--- config.mk ---
export PLATFORM = sky130hd
export DESIGN_NAME = repeat_phase_sequencer
export DESIGN_NICKNAME = d
export VERILOG_FILES = /design/src/rtl/rps_pkg.sv /design/src/rtl/rps_step.sv /design/src/rtl/repeat_phase_sequencer.sv
export SDC_FILE = /design/constraint.sdc
export NUM_CORES = 1
export LEC_CHECK = 0
export BUFFER_PORTS_ARGS = -buffer_cell sky130_fd_sc_hd__buf_2
export CAP_MARGIN = 30
export CORE_MARGIN = 2
export CORE_UTILIZATION = 40
export CTS_CLUSTER_SIZE = 20
export DETAILED_ROUTE_END_ITERATION = 10
export PLACE_DENSITY = 0.69
export SLEW_MARGIN = 20
export SYNTH_ARGS = -nofsm -noshare
export SYNTH_HDL_FRONTEND = slang
export SYNTH_SLANG_ARGS = --single-unit
export TNS_END_PERCENT = 10
--- constraint.sdc ---
create_clock -name clk -period 5.52 [get_ports clk]
set_clock_uncertainty 0.1 [all_clocks]
set_input_delay 0.276 -clock clk [delete_from_list [all_inputs] [get_ports clk]]
set_output_delay 0.276 -clock clk [all_outputs]
set_load 0.02 [all_outputs]
--- src/rtl/rps_pkg.sv ---
// Shared types and codes for the repeat phase sequencer.
`default_nettype none

package rps_pkg;

	// Command codes carried in the mode field.
	localparam logic [1:0] CMD_START  = 2'd0;
	localparam logic [1:0] CMD_TICK   = 2'd1;
	localparam logic [1:0] CMD_PAUSE  = 2'd2;
	localparam logic [1:0] CMD_RESUME = 2'd3;

	// Phase codes.
	localparam logic [1:0] PH_IDLE = 2'd0;
	localparam logic [1:0] PH_COND = 2'd1;
	localparam logic [1:0] PH_EXEC = 2'd2;
	localparam logic [1:0] PH_DONE = 2'd3;

	// Event codes.
	localparam logic [2:0] EV_NONE   = 3'd0;
	localparam logic [2:0] EV_COND   = 3'd1;
	localparam logic [2:0] EV_OK     = 3'd2;
	localparam logic [2:0] EV_ERR    = 3'd3;
	localparam logic [2:0] EV_PAUSE  = 3'd4;
	localparam logic [2:0] EV_RESUME = 3'd5;

	// Condition modes.
	localparam logic [1:0] CMODE_NONE = 2'd0;
	localparam logic [1:0] CMODE_TIME = 2'd1;
	localparam logic [1:0] CMODE_TEMP = 2'd2;

	// Configuration register indexes.
	localparam int unsigned CFG_IDX_WIDTH = 3;
	localparam logic [CFG_IDX_WIDTH-1:0] REG_TOTAL_REPEATS  = 3'd0;
	localparam logic [CFG_IDX_WIDTH-1:0] REG_CONDITION_MODE = 3'd1;
	localparam logic [CFG_IDX_WIDTH-1:0] REG_COND_TIME      = 3'd2;
	localparam logic [CFG_IDX_WIDTH-1:0] REG_TARGET_TEMP    = 3'd3;
	localparam logic [CFG_IDX_WIDTH-1:0] REG_EXEC_TIME      = 3'd4;

	localparam int unsigned CFG_DATA_WIDTH = 16;

	typedef struct packed {
		logic [1:0]         mode;
		logic signed [15:0] temperature;
		logic               temp_sensor_present;
		logic               pressure_violation;
	} cmd_t;

	typedef struct packed {
		logic [1:0]  phase;
		logic        paused_flag;
		logic [7:0]  repeat_index;
		logic [15:0] elapsed_sec;
		logic [7:0]  done_count;
		logic [7:0]  error_count;
		logic [2:0]  event_res;
		logic        run_finished;
		logic        run_ok;
	} res_t;

	typedef struct packed {
		logic [7:0]         total_repeats;
		logic [1:0]         condition_mode;
		logic [15:0]        condition_time_limit;
		logic signed [15:0] target_temperature;
		logic [15:0]        execution_time_limit;
	} cfg_t;

endpackage

`default_nettype wire

--- src/rtl/rps_step.sv ---
// Next-state and event logic for one command of the repeat phase sequencer.
`default_nettype none

module rps_step #(
	parameter int unsigned REPEAT_WIDTH = 8,
	parameter int unsigned TIME_WIDTH   = 16
) (
	input  var rps_pkg::cfg_t           cfg,
	input  var rps_pkg::cmd_t           cmd,
	input  wire  [1:0]                  phase,
	input  wire                         paused,
	input  wire  [REPEAT_WIDTH-1:0]     rep,
	input  wire  [TIME_WIDTH-1:0]       elapsed,
	input  wire  [REPEAT_WIDTH-1:0]     succ,
	input  wire  [REPEAT_WIDTH-1:0]     fail,
	output logic [1:0]                  phase_nxt,
	output logic                        paused_nxt,
	output logic [REPEAT_WIDTH-1:0]     rep_nxt,
	output logic [TIME_WIDTH-1:0]       elapsed_nxt,
	output logic [REPEAT_WIDTH-1:0]     succ_nxt,
	output logic [REPEAT_WIDTH-1:0]     fail_nxt,
	output logic [2:0]                  event_nxt
);

	localparam int unsigned RCW = (REPEAT_WIDTH > 8) ? REPEAT_WIDTH : 8;
	localparam int unsigned TCW = (TIME_WIDTH > 16) ? TIME_WIDTH : 16;
	localparam logic [REPEAT_WIDTH-1:0] REP_MAX = {REPEAT_WIDTH{1'b1}};
	localparam logic [REPEAT_WIDTH-1:0] REP_ONE = REPEAT_WIDTH'(1);
	localparam logic [TIME_WIDTH-1:0]   TIME_MAX = {TIME_WIDTH{1'b1}};
	localparam logic [TIME_WIDTH-1:0]   TIME_ONE = TIME_WIDTH'(1);

	logic [RCW-1:0]          total_ext;
	logic [RCW-1:0]          total_clip;
	logic                    running;
	logic                    cond_enabled;
	logic [TIME_WIDTH-1:0]   el_inc;
	logic [REPEAT_WIDTH-1:0] rep_inc;
	logic [REPEAT_WIDTH-1:0] succ_inc;
	logic [REPEAT_WIDTH-1:0] fail_inc;
	logic [1:0]              first_phase;
	logic [1:0]              after_phase;
	logic                    cond_met;
	logic                    exec_limit;

	always_comb begin
		total_ext  = RCW'(cfg.total_repeats);
		// The repeat count cannot exceed what the repeat counter can hold.
		total_clip = (total_ext > RCW'(REP_MAX)) ? RCW'(REP_MAX) : total_ext;

		running = (phase == rps_pkg::PH_COND) || (phase == rps_pkg::PH_EXEC);
		cond_enabled = ((cfg.condition_mode == rps_pkg::CMODE_TIME) ||
			(cfg.condition_mode == rps_pkg::CMODE_TEMP)) &&
			(cfg.condition_time_limit != 16'd0);

		el_inc   = (elapsed == TIME_MAX) ? TIME_MAX : elapsed + TIME_ONE;
		rep_inc  = (rep == REP_MAX) ? REP_MAX : rep + REP_ONE;
		succ_inc = (succ == REP_MAX) ? REP_MAX : succ + REP_ONE;
		fail_inc = (fail == REP_MAX) ? REP_MAX : fail + REP_ONE;

		// Phase that a new repeat opens with, at index zero and after the current one.
		if (total_clip == '0) begin
			first_phase = rps_pkg::PH_DONE;
		end else if (cond_enabled) begin
			first_phase = rps_pkg::PH_COND;
		end else begin
			first_phase = rps_pkg::PH_EXEC;
		end
		if (RCW'(rep_inc) >= total_clip) begin
			after_phase = rps_pkg::PH_DONE;
		end else if (cond_enabled) begin
			after_phase = rps_pkg::PH_COND;
		end else begin
			after_phase = rps_pkg::PH_EXEC;
		end

		cond_met = (TCW'(el_inc) >= TCW'(cfg.condition_time_limit)) ||
			((cfg.condition_mode == rps_pkg::CMODE_TEMP) && cmd.temp_sensor_present &&
			($signed(cmd.temperature) <= $signed(cfg.target_temperature)));
		exec_limit = TCW'(el_inc) >= TCW'(cfg.execution_time_limit);

		phase_nxt   = phase;
		paused_nxt  = paused;
		rep_nxt     = rep;
		elapsed_nxt = elapsed;
		succ_nxt    = succ;
		fail_nxt    = fail;
		event_nxt   = rps_pkg::EV_NONE;

		unique case (cmd.mode)
			rps_pkg::CMD_START: begin
				rep_nxt     = '0;
				succ_nxt    = '0;
				fail_nxt    = '0;
				paused_nxt  = 1'b0;
				elapsed_nxt = '0;
				phase_nxt   = first_phase;
			end
			rps_pkg::CMD_TICK: begin
				if (running && !paused) begin
					elapsed_nxt = el_inc;
					if (phase == rps_pkg::PH_COND) begin
						if (cond_met) begin
							event_nxt   = rps_pkg::EV_COND;
							phase_nxt   = rps_pkg::PH_EXEC;
							elapsed_nxt = '0;
						end
					end else if (cmd.pressure_violation) begin
						// A violation wins over the time limit on the same tick.
						event_nxt   = rps_pkg::EV_ERR;
						fail_nxt    = fail_inc;
						rep_nxt     = rep_inc;
						elapsed_nxt = '0;
						phase_nxt   = after_phase;
					end else if (exec_limit) begin
						event_nxt   = rps_pkg::EV_OK;
						succ_nxt    = succ_inc;
						rep_nxt     = rep_inc;
						elapsed_nxt = '0;
						phase_nxt   = after_phase;
					end
				end
			end
			rps_pkg::CMD_PAUSE: begin
				if (running && !paused) begin
					paused_nxt = 1'b1;
					event_nxt  = rps_pkg::EV_PAUSE;
				end
			end
			rps_pkg::CMD_RESUME: begin
				if (paused) begin
					paused_nxt = 1'b0;
					event_nxt  = rps_pkg::EV_RESUME;
				end
			end
			default: begin
				event_nxt = rps_pkg::EV_NONE;
			end
		endcase
	end

endmodule

`default_nettype wire

--- src/rtl/repeat_phase_sequencer.sv ---
// Top level of the repeat phase sequencer: handshakes, registers and state.
// Each item passes through the input register and then the output register.
// Throughput: one item per cycle unless stalled; state is updated in the same cycle
// that an item leaves the input register, so the next item sees it at once.
// Reset: arst_n clears the state to idle with all counters zero and loads the
// register reset values; no item is held in either register.
`default_nettype none

module repeat_phase_sequencer #(
	parameter int unsigned REPEAT_WIDTH = 8,
	parameter int unsigned TIME_WIDTH   = 16
) (
	input  wire                                  clk,
	input  wire                                  arst_n,
	input  wire                                  cmd_valid,
	output logic                                 cmd_stall,
	input  var rps_pkg::cmd_t                    cmd,
	output logic                                 res_valid,
	input  wire                                  res_stall,
	output rps_pkg::res_t                        res,
	input  wire                                  cfg_valid,
	output logic                                 cfg_ready,
	input  wire  [rps_pkg::CFG_IDX_WIDTH-1:0]    cfg_index,
	input  wire  [rps_pkg::CFG_DATA_WIDTH-1:0]   cfg_data
);

	rps_pkg::cfg_t           cfg_q;
	rps_pkg::cmd_t           cmd_s1;
	logic                    valid_s1;
	rps_pkg::res_t           res_s2;
	logic                    valid_s2;
	logic                    advance_s2;
	logic                    fire_s1;

	logic [1:0]              phase_q;
	logic                    paused_q;
	logic [REPEAT_WIDTH-1:0] rep_q;
	logic [TIME_WIDTH-1:0]   elapsed_q;
	logic [REPEAT_WIDTH-1:0] succ_q;
	logic [REPEAT_WIDTH-1:0] fail_q;

	logic [1:0]              phase_nxt;
	logic                    paused_nxt;
	logic [REPEAT_WIDTH-1:0] rep_nxt;
	logic [TIME_WIDTH-1:0]   elapsed_nxt;
	logic [REPEAT_WIDTH-1:0] succ_nxt;
	logic [REPEAT_WIDTH-1:0] fail_nxt;
	logic [2:0]              event_nxt;

	assign cfg_ready  = 1'b1;
	assign advance_s2 = !valid_s2 || !res_stall;
	assign fire_s1    = valid_s1 && advance_s2;
	assign cmd_stall  = valid_s1 && !advance_s2;
	assign res_valid  = valid_s2;
	assign res        = res_s2;

	always_ff @(posedge clk or negedge arst_n) begin
		if (!arst_n) begin
			cfg_q.total_repeats        <= 8'd1;
			cfg_q.condition_mode       <= rps_pkg::CMODE_NONE;
			cfg_q.condition_time_limit <= '0;
			cfg_q.target_temperature   <= '0;
			cfg_q.execution_time_limit <= '0;
		end else if (cfg_valid && cfg_ready) begin
			unique case (cfg_index)
				rps_pkg::REG_TOTAL_REPEATS:  cfg_q.total_repeats <= cfg_data[7:0];
				rps_pkg::REG_CONDITION_MODE: cfg_q.condition_mode <= cfg_data[1:0];
				rps_pkg::REG_COND_TIME:      cfg_q.condition_time_limit <= cfg_data;
				rps_pkg::REG_TARGET_TEMP:    cfg_q.target_temperature <= $signed(cfg_data);
				rps_pkg::REG_EXEC_TIME:      cfg_q.execution_time_limit <= cfg_data;
				default: begin
				end
			endcase
		end
	end

	// Input register.
	always_ff @(posedge clk or negedge arst_n) begin
		if (!arst_n) begin
			valid_s1 <= 1'b0;
		end else if (!cmd_stall) begin
			valid_s1 <= cmd_valid;
		end
	end

	always_ff @(posedge clk) begin
		if (!cmd_stall && cmd_valid) begin
			cmd_s1 <= cmd;
		end
	end

	rps_step #(
		.REPEAT_WIDTH (REPEAT_WIDTH),
		.TIME_WIDTH   (TIME_WIDTH)
	) u_step (
		.cfg         (cfg_q),
		.cmd         (cmd_s1),
		.phase       (phase_q),
		.paused      (paused_q),
		.rep         (rep_q),
		.elapsed     (elapsed_q),
		.succ        (succ_q),
		.fail        (fail_q),
		.phase_nxt   (phase_nxt),
		.paused_nxt  (paused_nxt),
		.rep_nxt     (rep_nxt),
		.elapsed_nxt (elapsed_nxt),
		.succ_nxt    (succ_nxt),
		.fail_nxt    (fail_nxt),
		.event_nxt   (event_nxt)
	);

	always_ff @(posedge clk or negedge arst_n) begin
		if (!arst_n) begin
			phase_q   <= rps_pkg::PH_IDLE;
			paused_q  <= 1'b0;
			rep_q     <= '0;
			elapsed_q <= '0;
			succ_q    <= '0;
			fail_q    <= '0;
		end else if (fire_s1) begin
			phase_q   <= phase_nxt;
			paused_q  <= paused_nxt;
			rep_q     <= rep_nxt;
			elapsed_q <= elapsed_nxt;
			succ_q    <= succ_nxt;
			fail_q    <= fail_nxt;
		end
	end

	// Output register.
	always_ff @(posedge clk or negedge arst_n) begin
		if (!arst_n) begin
			valid_s2 <= 1'b0;
		end else if (advance_s2) begin
			valid_s2 <= valid_s1;
		end
	end

	always_ff @(posedge clk) begin
		if (fire_s1) begin
			res_s2.phase        <= phase_nxt;
			res_s2.paused_flag  <= paused_nxt;
			res_s2.repeat_index <= 8'(rep_nxt);
			res_s2.elapsed_sec  <= 16'(elapsed_nxt);
			res_s2.done_count   <= 8'(succ_nxt);
			res_s2.error_count  <= 8'(fail_nxt);
			res_s2.event_res    <= event_nxt;
			res_s2.run_finished <= (phase_nxt == rps_pkg::PH_DONE);
			res_s2.run_ok       <= (phase_nxt == rps_pkg::PH_DONE) && (fail_nxt == '0);
		end
	end

endmodule

`default_nettype wire

==> results.tsv <==
metric	value	unit
worst_hold_slack	0.0243	ns
fp.dieH	156	um
syn_area	0.00925	mm2
wire_per_inst	17.0	um
drc_errors	0	
path_max_fanout	25	
required	5.70	ns
syn-instance-count	918	
routed_wl	22700	um
startpoint	elapsed_q[0]	
avgSynthCellArea	10.1	um2
rr_worst_depth	15	
grt_first_pass_wirelength	36800	um
reg2reg_slack	0.54	ns
cts_buffers	17	
ys_ff_latch	171	
cts_resized	0	
async_reset_ff_share	60.2	%
ant_nets	0	
holdCritStartpoint	cfg_data[0]	
worstSetupPathType	reg2reg	
r2r_start	elapsed_q[0]	
endpoint_kind	register	
ir_drop	0.000224	V
die_w	156	um
cts_tree	yes	
synth_cell_types	73	
cts.htree.levels	4	
arrival	5.17	ns
layout-drive-gt1-share	17.4	%
synth_flop_cell	dfrtp_1	
hold_viol	0	
start_util	40.8	%
synth_nets	1024	
setup_viol	0	
synth-xor-area-share	1.14	%
period_share	90.3	%
synthAdderAreaFrac	8.39	%
clock_path_buffers	2	
placeableCoreArea	0.0226	mm2
outcome	completed	
place_congestion	0.889	
synth-edff-count	68	
hpwlAfterDp	16100	um
grt_overflow_total	0	
synth_top_family_by_area	compound AO/OA/AOI/OAI gates	
ys_seq_area_share	50.0	%
muxShareOfSynthArea	3.10	%
num_vias	7297	
grt_use_total	19.4	%
ios	95	
rsz0062_at_grt	no	
power.density	349	mW/mm2
diodes	0	
finalPower	0.00383	W
grt_pass1_vias	6975	
firstDrtPassIters	6	
synth_simple_gate_area_share	15.7	%
clk_latency	0.44	ns
path_clk_slew	0.07	ns
relSlewSlack	44.5	%
startpoint_type	register	
power_leakage	4.98	nW
nNetsFinal	1142	
fillCellCount	2072	
yosysTopAreaCellShare	27.6	%
tns	0	ns
die-area	0.0243	mm2
min_path_cells	3	
grt_max_degree	71	
clockRootBuffer	clkbuf_16	
antenna_found_initial	0	
cts_sinks	171	
drt_iter0_drc	573	
min_period	4.98	ns
synth_top_area_cell	dfrtp_1	
area_growth	18.6	%
reg2reg_to	res[28]	
tightest_slew	0.833	ns
synth_compound_gate_area_share	16.5	%
slew_violations	0	
synth_area_leaders	dfrtp_1 28%, edfxtp_1 22%, ha_1 8.4%	
io_buffers	93	
vias_per_cell	5.47	
min_to	cfg_q[48]	
hp-class	in2reg	
ys_warn_count	0	
fmax	201	MHz
maxCapViolCount	0	
rows	55	
==> sequential cells by signal, indices dropped and copies added, names as in the netlist <==
name	cells
elapsed_q	16
paused_q	1
cfg_q	58
cmd_s1	20
rep_q	8
res	48
fail_q	8
valid_s1	1
phase_q	2
succ_q	8
res_valid	1
==> critical path, stage by stage, from the launching register on <==
cell and delay, ns:
dfrtp_1 0.47, ha_1 0.30, and3_1 0.27, and3_1 0.29, and3_1 0.26, nand3_1 0.18
buf_4 0.24, o21ai_0 0.18, ha_1 0.32, a211oi_1 0.23, nand2_1 0.11, o311a_1 0.37
nor4_4 0.45, a21oi_4 0.26, nor2_1 0.52, a22o_1 0.26
==> metrics by stage <==
stage	util [%]	std cells	setup WS (ns)	area, um2
after global routing	48.4	1334	0.123	11000
after global placement	44.2	1267	0.660	10000
after floorplan	-	918	1.14	9250
final	48.4	1334	0.536	11000
after CTS	48.2	1330	0.492	10900
after detailed placement	44.3	1268	0.504	10000
==> logic make-up (layout without fill, tap and decap cells) <==
family,count (synthesis),count (layout)
and+or+nand+nor,301,301
AOI/OAI and AO/OA,223,223
DFF,171,171
buffers and inverters,122,253
adders and majority gates,62,62
muxes,26,26
xor gates and xnor gates,12,12
other,1,1
==> cells in the mapped netlist, types with 21 or more instances <==
cell and n:
nand2_1 129, dfrtp_1 102, inv_1 80, edfxtp_1 68, o21ai_0 65, ha_1 62
nor2_1 48, a21oi_1 35, clkbuf_1 33, nand3_1 28, a22o_1 27, nor3_1 22
mux2_2 21
==> repair_timing <==
item,4_1_cts,5_1_grt
endpoints found under the setup margin,0,1
hold endpoints to repair,103,0
setup buffers,0,1
hold buffers,30,0
==> report_power, final <==
group,total [W],switching (W),internal [W]
clock,0.00120,0.000560,0.000641
combinational,0.00100,0.000637,0.000366
sequential,0.00162,0.000113,0.00151
==> layout make-up <==
type,instances,area [um2],share of cell area [%]
clock buffer,17,425,3.88
clock inverter,15,155,1.41
inverter,81,304,2.77
multi-input combinational,625,4180,38.1
sequential,171,4620,42.1
tap,285,357,3.25
timing repair buffer,140,927,8.46
==> metal layers <==
metal	global-route usage [%]	part of all wire [%]	routed length, um	vias up
met2	30.8	46	10500	202
met4	6.20	1.8	398	0
met5	0	0	0	-
li1	-	-	-	3545
met3	4.14	5.0	1140	38
met1	26.5	47	10700	3512
==> layout by cell type, fill, tap and decap left out, types with 6 or more instances in the layout <==
master	synthesis	routed
edfxtp_1	68	68
a22oi_1	6	6
nand2_1	129	129
ha_1	62	62
a211oi_1	6	6
a21oi_1	35	35
nand2b_1	12	12
and3_1	14	14
clkbuf_16	0	17
nor3_1	22	21
o31ai_1	6	6
o22a_1	17	17
dfrtp_1	102	102
nor4_1	12	12
buf_4	1	15
dlygate4sd3_1	0	30
a22o_1	27	27
o21ai_0	65	65
buf_2	4	92
nor2_1	48	48
inv_1	80	80
mux2_2	21	21
xnor2_1	7	7
o211ai_1	7	7
nand3_1	28	28
nand4_1	6	6
a21o_1	6	6
inv_6	0	6
a31oi_1	8	8
==> worst max-delay path by stage <==
stage,cells after the start,slack (ns),to
floorplan,18,1.14,res[21]
global placement,16,0.66,res[33]
detailed placement,16,0.50,res[28]
CTS,15,0.49,res[28]
global route,15,0.12,res[28]
finish,15,0.54,res[28]
Power figures use the tool's default switching activity.
